## src/hw/rtl/fnv1a_stream_hasher_defines.svh

```systemverilog
// ----------------------------------------------------------------------------
// FNV-1a stream hasher assertion macros
// Shared concurrent assertion forms for the hasher RTL.
// ----------------------------------------------------------------------------
`ifndef FNV1A_STREAM_HASHER_DEFINES_SVH
`define FNV1A_STREAM_HASHER_DEFINES_SVH

// Same-cycle implication, disabled during reset
`define FNV1A_ASSERT_NOW(label, clk, rst, ante, cons, msg) \
  label: assert property (@(posedge clk) disable iff (rst) (ante) |-> (cons)) else $error(msg);

// Next-cycle implication, disabled during reset
`define FNV1A_ASSERT_NEXT(label, clk, rst, ante, cons, msg) \
  label: assert property (@(posedge clk) disable iff (rst) (ante) |=> (cons)) else $error(msg);

`endif

```

## src/hw/rtl/fnv1a_pkg.sv

```systemverilog
// ----------------------------------------------------------------------------
// FNV-1a hasher package
// Constants, register indexes and arithmetic helpers of the stream hasher.
// ----------------------------------------------------------------------------
package fnv1a_pkg;

  localparam int unsigned HASH_W  = 64;
  localparam int unsigned HALF_W  = 32;
  localparam int unsigned FOLD_W  = 7;
  localparam int unsigned INDEX_W = 8;

  localparam logic [HASH_W-1:0] PRIME64    = 64'd1099511628211;
  localparam logic [HALF_W-1:0] PRIME32    = 32'd16777619;
  localparam logic [HASH_W-1:0] SEED_RESET = 64'd14695981039346656037;
  localparam logic [FOLD_W-1:0] FOLD_RESET = 7'd64;

  // Register indexes of the configuration port
  localparam logic [INDEX_W-1:0] CFG_WIDE_MODE   = 8'd0;
  localparam logic [INDEX_W-1:0] CFG_SEED_VALUE  = 8'd1;
  localparam logic [INDEX_W-1:0] CFG_STRING_MODE = 8'd2;
  localparam logic [INDEX_W-1:0] CFG_FOLD_BITS   = 8'd3;

  // Multiply by the 64-bit prime 2^40 + 0x1B3 as a sum of shifts
  function automatic logic [HASH_W-1:0] mul_prime64(input logic [HASH_W-1:0] h);
    mul_prime64 = h + (h << 1) + (h << 4) + (h << 5) + (h << 7) + (h << 8)
                + (h << 40);
  endfunction

  // Multiply by the 32-bit prime 2^24 + 0x193 as a sum of shifts
  function automatic logic [HALF_W-1:0] mul_prime32(input logic [HALF_W-1:0] h);
    mul_prime32 = h + (h << 1) + (h << 4) + (h << 7) + (h << 8) + (h << 24);
  endfunction

  // Xor-fold down to the fold width; the greedy halving steps follow the bits
  // of (width - fold), so each bit selects one xor-shift
  function automatic logic [HASH_W-1:0] fold_hash(input logic [HASH_W-1:0] h,
                                                  input logic              wide,
                                                  input logic [FOLD_W-1:0] fold);
    logic [FOLD_W-1:0] width;
    logic [FOLD_W-1:0] fold_eff;
    logic [FOLD_W-1:0] rest;
    logic [HASH_W-1:0] acc;
    logic [HASH_W-1:0] mask;
    width    = wide ? 7'd64 : 7'd32;
    fold_eff = (fold > width) ? width : fold;
    rest     = width - fold_eff;
    acc      = h;
    for (int k = 5; k >= 0; k--) begin
      if (rest[k]) begin
        acc = acc ^ (acc >> (1 << k));
      end
    end
    // A shift by the full width clears the vector, giving an all-ones mask
    mask = ~({HASH_W{1'b1}} << fold_eff);
    fold_hash = acc & mask;
  endfunction

endpackage

```

## src/hw/rtl/fnv1a_stream_hasher.sv

```systemverilog
// ----------------------------------------------------------------------------
// FNV-1a stream hasher
// Hashes a byte stream with FNV-1a (32 or 64 bit) and emits an xor-folded hash.
// ----------------------------------------------------------------------------
// The hasher takes one byte per clock cycle while s_tready is high; s_tready
// drops while a last byte waits on a full finished-hash register. That rate
// is set by the running-hash loop: xor with the byte and a shift-add multiply
// by the sparse FNV prime close combinationally. A last byte passes the input
// register, a finished-hash register and a result register, which returns the
// folded hash and lets new bytes flow in while it waits on m_tready. No
// clearing pass follows reset. The user must write configuration over the cfg
// port only while the stream is idle; the block itself does not enforce this.
module fnv1a_stream_hasher (
  input  logic        clk,
  input  logic        rst,
  // input byte stream
  input  logic        s_tvalid,
  output logic        s_tready,
  input  logic [7:0]  s_tdata,   // [7:0] data_byte
  input  logic        s_tuser,   // [0] first_byte
  input  logic        s_tlast,   // last_byte
  // result stream
  output logic        m_tvalid,
  input  logic        m_tready,
  output logic [63:0] m_tdata,   // [63:0] hash_value
  // configuration writes
  input  logic        cfg_valid,
  output logic        cfg_ready,
  input  logic [7:0]  cfg_index,
  input  logic [63:0] cfg_data
);

  `include "fnv1a_stream_hasher_defines.svh"

  // configuration registers
  logic        wide_mode;
  logic [63:0] seed_value;
  logic        string_mode;
  logic [6:0]  fold_bits;

  // input stage
  logic       in_valid;
  logic [7:0] in_byte;
  logic       in_first;
  logic       in_last;

  // hash state
  logic [63:0] running_hash;
  logic        terminated;
  logic [63:0] running_hash_next;
  logic        terminated_next;

  // finished hash waiting for the fold
  logic        fin_valid;
  logic [63:0] fin_hash;
  logic        fin_wide;

  // result stage
  logic        out_valid;
  logic [63:0] out_data;

  logic        out_free;
  logic        fin_free;
  logic        in_go;
  logic        in_free;

  logic [63:0] base_hash;
  logic        base_term;
  logic        stop_byte;
  logic        hash_en;
  logic [31:0] hash32;

  // Advance each stage when the one after it has room
  assign out_free = !out_valid || m_tready;
  assign fin_free = !fin_valid || out_free;
  assign in_go    = in_valid && (!in_last || fin_free);
  assign in_free  = !in_valid || in_go;

  assign s_tready  = in_free;
  assign cfg_ready = 1'b1;
  assign m_tvalid  = out_valid;
  assign m_tdata   = out_data;

  // Take configuration writes
  always_ff @(posedge clk) begin
    if (rst) begin
      wide_mode   <= 1'b1;
      seed_value  <= fnv1a_pkg::SEED_RESET;
      string_mode <= 1'b0;
      fold_bits   <= fnv1a_pkg::FOLD_RESET;
    end else if (cfg_valid) begin
      case (cfg_index)
        fnv1a_pkg::CFG_WIDE_MODE:   wide_mode   <= cfg_data[0];
        fnv1a_pkg::CFG_SEED_VALUE:  seed_value  <= cfg_data;
        fnv1a_pkg::CFG_STRING_MODE: string_mode <= cfg_data[0];
        fnv1a_pkg::CFG_FOLD_BITS:   fold_bits   <= cfg_data[6:0];
        default: begin
        end
      endcase
    end
  end

  // Apply one byte to the running hash
  always_comb begin
    if (in_first) begin
      base_hash = wide_mode ? seed_value : {32'd0, seed_value[31:0]};
      base_term = 1'b0;
    end else begin
      base_hash = running_hash;
      base_term = terminated;
    end
    stop_byte = string_mode && !base_term && (in_byte == 8'd0);
    hash_en   = !stop_byte && (!string_mode || !base_term);
    hash32    = fnv1a_pkg::mul_prime32(base_hash[31:0] ^ {24'd0, in_byte});
    terminated_next = base_term || stop_byte;
    if (!hash_en) begin
      running_hash_next = base_hash;
    end else if (wide_mode) begin
      running_hash_next = fnv1a_pkg::mul_prime64(base_hash ^ {56'd0, in_byte});
    end else begin
      running_hash_next = {32'd0, hash32};
    end
  end

  // Hold control state of every stage
  always_ff @(posedge clk) begin
    if (rst) begin
      in_valid     <= 1'b0;
      fin_valid    <= 1'b0;
      out_valid    <= 1'b0;
      running_hash <= '0;
      terminated   <= 1'b0;
    end else begin
      if (in_free) begin
        in_valid <= s_tvalid;
      end
      if (in_go) begin
        running_hash <= running_hash_next;
        terminated   <= terminated_next;
      end
      if (in_go && in_last) begin
        fin_valid <= 1'b1;
      end else if (out_free) begin
        fin_valid <= 1'b0;
      end
      if (out_free) begin
        out_valid <= fin_valid;
      end
    end
  end

  // Move payload along with its stage
  always_ff @(posedge clk) begin
    if (in_free) begin
      in_byte  <= s_tdata;
      in_first <= s_tuser;
      in_last  <= s_tlast;
    end
    if (in_go && in_last) begin
      fin_hash <= wide_mode ? running_hash_next : {32'd0, running_hash_next[31:0]};
      fin_wide <= wide_mode;
    end
    if (out_free && fin_valid) begin
      out_data <= fnv1a_pkg::fold_hash(fin_hash, fin_wide, fold_bits);
    end
  end

  // A last byte always leaves a finished hash behind
  `FNV1A_ASSERT_NEXT(a_last_loads_fin, clk, rst, in_go && in_last, fin_valid, "last byte lost")

  // 32-bit updates keep the upper half of the hash clear
  `FNV1A_ASSERT_NEXT(a_narrow_upper_zero, clk, rst, in_go && hash_en && !wide_mode, running_hash[63:32] == 32'd0, "upper hash bits set")

  // The shift-add product matches a true multiply by the prime
  `FNV1A_ASSERT_NEXT(a_mul64, clk, rst, in_go && hash_en && wide_mode, running_hash == $past((base_hash ^ {56'd0, in_byte}) * fnv1a_pkg::PRIME64), "64-bit prime product wrong")

  // A finished hash blocked by the result stage holds still
  `FNV1A_ASSERT_NEXT(a_fin_hold, clk, rst, fin_valid && !out_free, fin_valid && $stable(fin_hash), "finished hash dropped while blocked")

endmodule
```

## config.mk

```make
export PLATFORM = sky130hd
export DESIGN_NAME = fnv1a_stream_hasher
export DESIGN_NICKNAME = d
export VERILOG_FILES = /design/src/hw/rtl/fnv1a_pkg.sv /design/src/hw/rtl/fnv1a_stream_hasher.sv
export VERILOG_INCLUDE_DIRS = /design/src /design/src/hw/rtl
export SDC_FILE = /design/constraint.sdc
export NUM_CORES = 2
export LEC_CHECK = 0
export BUFFER_PORTS_ARGS = -buffer_cell sky130_fd_sc_hd__buf_2
export CORE_MARGIN = 2
export CORE_UTILIZATION = 58
export CTS_CLUSTER_DIAMETER = 40
export DETAILED_ROUTE_END_ITERATION = 10
export GPL_TIMING_DRIVEN = 0
export PLACE_DENSITY = 0.79
export SLEW_MARGIN = 30
export SYNTH_ARGS = -nofsm -noshare
export SYNTH_HDL_FRONTEND = slang
export SYNTH_SLANG_ARGS = --single-unit
```

## constraint.sdc

```tcl
create_clock -name clk -period 7.45 [get_ports clk]
set_clock_uncertainty 0.15 [all_clocks]
set_input_delay 0.745 -clock clk [delete_from_list [all_inputs] [get_ports clk]]
set_output_delay 0.745 -clock clk [all_outputs]
set_load 0.05 [all_outputs]
```

# Yosys cells after proc, flatten, opt, wreduce, memory -nomap -nowiden
# Index checks and enable logic that the tools add are counted.
# word_totals
out_inout_bits	67
input_bits	87
regBits	280
latchBits	0
memories	0
rom_bits	0
elab_cells	90
mem_bits_rw	0
# classes
shifts	1
addsub	12
magnitude_cmp	1
n_reduce_logical	26
n_eq_ne	3
n_bitwise	10
muxes	21
n_div	0
multipliers	0
# op_table
op	count
64-bit 2-to-1 mux	16
64-bit adder	6
32-bit adder	5
64-bit AND	1
64-bit NOT	1
64-bit by 7-bit left shift with 64-bit output, first input constant	1
64-bit by 32-bit XOR with 64-bit output	1
64-bit by 48-bit XOR with 64-bit output	1
64-bit by 56-bit XOR with 64-bit output	1
64-bit by 60-bit XOR with 64-bit output	1
64-bit by 62-bit XOR with 64-bit output	1
64-bit by 63-bit XOR with 64-bit output	1
64-bit by 8-bit XOR with 64-bit output	1
32-bit by 8-bit XOR with 32-bit output	1
8-bit by 2-bit == test with 1-bit output, second input constant	2
8-bit zero test	2
7-bit 2-to-1 mux	2
8-bit by 1-bit == test with 1-bit output, second input constant	1
2-bit AND reduction	4
7-bit > comparator	1
1-bit zero test	7
1-bit logical AND	6
1-bit logical OR	6
6-bit subtractor	1
2 further kinds	4

# Depth between registers and ports, before layout
# depth
word_depth	22
ltp_mapped	28
depth_no_buf	23

# Least setup slack after synthesis
# OpenSTA, ideal clock, no wires.
# synth_timing
path_kind	reg2reg
start	register in_first
end	register fin_hash[63], data pin
required_time_ns	7.046
path_buffers	5
path_slack_ns	-0.673
stages_incl_launch_ff	27
arrival_time_ns	7.719
path_cell_list	edfxtp_1 > clkbuf_1 > buf_1 > buf_1 > clkbuf_1 > mux2i_1 > fa_1 > inv_1 > fa_1 > inv_1 > fa_1 > inv_1 > ha_1 > ha_1 > clkbuf_1 > a21o_1 > a21o_1 > a2111oi_0 > o41ai_1 > o311ai_1 > nor3_1 > a21o_1 > a211o_1 > a221oi_2 > mux2i_1 > nor4b_1 > o21a_1
# synth_via
elab_chain_len	10
elab_cells_between_ends	17
classes_between	6 x add/sub; 4 x mux; 1 x bitwise; 6 x reduce/logical
# synth_lines
element	line	source
from (decl)	fnv1a_stream_hasher.sv:44	logic in_first;
from (signal assigned)	fnv1a_stream_hasher.sv:156	in_first <= s_tuser;
64-bit 2-to-1 mux	fnv1a_stream_hasher.sv:105	if (in_first) begin
64-bit by 8-bit XOR with 64-bit output	fnv1a_stream_hasher.sv:119	running_hash_next = fnv1a_pkg::mul_prime64(base_hash ^ {56'd0, in_byte});
64-bit adder (5 in series)	fnv1a_pkg.sv:25	mul_prime64 = h + (h << 1) + (h << 4) + (h << 5) + (h << 7) + (h << 8)
64-bit adder	fnv1a_pkg.sv:26	+ (h << 40);
64-bit 2-to-1 mux	fnv1a_stream_hasher.sv:118	end else if (wide_mode) begin
64-bit 2-to-1 mux (*)	fnv1a_stream_hasher.sv:116	if (!hash_en) begin
to (signal assigned)	fnv1a_stream_hasher.sv:160	fin_hash <= wide_mode ? running_hash_next : {32'd0, running_hash_next[31:0]};
to (decl)	fnv1a_stream_hasher.sv:55	logic [63:0] fin_hash;
# Mark *: on every way between the ends. The rest lies on a longest branch, timed or not.
# A chain may end at the register's enable or synchronous reset.

# Worst setup path in the final report
# Same ends and word-level chain as after synthesis.

==> flow_summary.toml <==
[yosys]
ys_seq_area_frac = 0.206
synth-seq-cells = 280
async_reset_ff_frac = 0
synth.cell_area_mm2 = 0.0340
ys_types = 107
synth_fp_nets = 4643
yosysWarningCount = 0
synth_area_leaders = "fa_1 18%, edfxtp_1 12%, dfxtp_1 8.3%"
synth_edf_count = 139
synthFlopType = "dfxtp_1"
avgSynthCellArea_um2 = 8.33
synthCells = 4079
yosysTopAreaCell = "fa_1"
synth.top_cell.area_share = 0.179

[timing]
finalCritPeriodShare = 1.00
final_hold_viol_count = 0
rsz0062_at_grt = "yes"
fin_crit_ns = 7.48
slew_viol_final = 0
layout_setup_ws_ns = -0.0260
worst_pin_slew_ns = 1.12
finalSetupViolCount = 2
max_freq_mhz = 134
relSlewSlack = 0.243

[routing]
vias = 33400
wirelength_um = 134000
drcViolationCount = 0
viasPerCell = 6.44
ant_nets = 0
firstDrtPassIters = 7
drt-wirelength-per-cell_um = 25.9
drt-initial-drc-count = 4403

[clocking]
numCtsBuffers = 38
clockRootBuffer = "clkbuf_16"
cts_tree = "done"
cts_hold_buf = 0
clkSinkCount = 280
cts-htree-levels = 2
cts_buffer_depth = 3
clock_latency_ns = 0.60
clk_pin_slew_worst_paths_ns = 0.06

[global_routing]
grt_pass1_wl_um = 198000
antenna_found_initial = 2
grtUsageTotal = 0.440
overflow = 0
grt_max_degree = 48
grt_pass1_vias = 32100

[run_status]
failed_checks = "setup timing"
outcome = "complete, but fails checks"

[die]
coreArea_mm2 = 0.0578
die_y_um = 246
dieArea_mm2 = 0.0605
start_util = 0.588
boundaryPins = 154
dieWidth_um = 246
rows = 88

[layout]
nFillCells = 4677
fin_nets = 4946
diodes = 0
synthToLayoutAreaGrowth_pct = 16.2
drive_gt1_frac = 0.129

[flow_run]
max_cap_viol_count = 0

[placed_design]
place_hpwl_um = 102000
io_buffers = 151
place_ws_ns = -3.14
gp_congestion = 1.05

[setup_path]
cp_data_required_time_ns = 7.64
start_kind = "flip-flop"
worstSetupEndpointType = "flip-flop"
cp_max_fo = 10
criticalPathCategory = "reg -> reg"
arrival_ns = 7.66

[hold_path]
hold_path.class = "in -> reg"
metrics by stage:
stage	hold slack [ns]	cells	area (um^2)	utilization	TNS (ns)
2_1_floorplan	0.256	4079	34100	-	0
3_3_place_gp	0.271	4995	35800	0.620	-246.58
3_5_place_dp	0.273	5002	36200	0.626	-219.37
4_1_cts	0.174	5139	38700	0.670	0
5_1_grt	0.188	5177	39500	0.683	-0.527
6_report	0.179	5177	39500	0.683	-0.0303
state kept, by name (all words and copies together) (netlist names):
name	cells
seed_value	64
fin_valid	1
running_hash	64
in_first	1
wide_mode	1
fin_wide	1
fin_hash	64
terminated	1
fold_bits	7
in_valid	1
m_tvalid	1
string_mode	1
m_tdata	64
in_last	1
in_byte	8
synth_stat cells (all sizes together) (21+ instances only):
master	n
or3	21
o21a	22
nand3	127
a21o	87
nor3	73
ha	173
edfxtp	139
inv	495
and2	37
dfxtp	141
nor2	269
nand2	403
nand2b	33
a22oi	26
nor2b	40
fa	304
xor2	101
clkbuf	210
o31ai	25
buf	39
mux2i	60
o211ai	27
a211oi	67
nor4	23
xnor2	225
a31oi	55
a21oi	274
nand4	32
o21ai	232
and3	39
final timing paths:
| kind | from | cells after the start | to | slack, ns |
|---|---|---|---|---|
| max | in_first | 25 | fin_hash[63] | -0.03 |
| max reg2reg | in_first | 25 | fin_hash[63] | -0.03 |
| min | s_tdata[6] | 1 | in_byte[6] | 0.18 |
| min reg2reg | wide_mode | 0 | fin_wide | 0.30 |
final cells by class:
cell class              instances  area, um^2  area share
well taps                     765         957      0.0242
flip-flops and latches        280        7000       0.177
repair buffers                266        1860      0.0471
inverters                     500        1910      0.0483
clock inverters                28         423      0.0107
clock buffers                  42         997      0.0253
multi-input cells            3050       25200       0.638
plain buffers                 246        1140      0.0290
per-layer routing:
metal | GRT usage | vias up | share of wire
li1 | - | 14500 | -
met3 | 0.138 | 579 | 0.14
met2 | 0.651 | 2374 | 0.42
met5 | 0 | - | 0.00025
met4 | 0.296 | 4 | 0.083
met1 | 0.549 | 15900 | 0.36
cell usage in the layout (no fill, tap or decap), types with 68 or more instances in the layout:
cell type  netlist  layout
inv_1          493     479
nand2_1        402     399
fa_1           304     302
a21oi_1        273     268
nor2_1         268     263
xnor2_1        222     208
o21ai_0        213     203
clkbuf_1       210     189
buf_2           10     161
ha_1           173     160
dfxtp_1        141     141
edfxtp_1       139     139
nand3_1        127     126
buf_4            6     102
xor2_1         100      96
a21o_1          87      87
nor3_1          73      68
critical path, stage by stage, from the launching register on:
cell and delay, ns:
edfxtp_1 0.43, buf_8 0.16, buf_8 0.16, buf_4 0.23, mux2i_4 0.25, xnor2_4 0.51
clkinvlp_4 0.33, fa_1 0.55, fa_1 0.50, inv_1 0.05, ha_1 0.26, ha_1 0.27
ha_1 0.30, nor2b_1 0.15, o21a_1 0.22, o21ai_4 0.25, a211oi_4 0.10, buf_6 0.16
o311ai_4 0.37, nor3_2 0.10, a21o_1 0.27, a211o_1 0.38, a221oi_4 0.45, mux2i_2 0.30
nor4b_2 0.09, o21a_1 0.22
kinds of logic (layout without fill, tap and decap cells):
kind of cell | Yosys count | count (layout) | share of synthesized area
other | 1 | 1 | 0.000110
multiplexers | 65 | 65 | 0.0193
adder cells (fa/ha/maj) | 484 | 484 | 0.245
AO/OA/AOI/OAI | 991 | 991 | 0.189
AND/OR/NAND/NOR | 1173 | 1173 | 0.163
XOR/XNOR | 336 | 336 | 0.0917
flip-flops | 280 | 280 | 0.206
buffers and inverters | 749 | 1082 | 0.0851
what timing repair did:
action | in CTS | in global routing
gates cloned | 0 | 1
buffers inserted | 70 | 36
pin swaps | 15 | 32
resized for setup | 98 | 109
setup endpoints to repair | 145 | 99
Power is not shown: default switching activity piles up to over one toggle a cycle in this logic, so the estimate is an artifact.
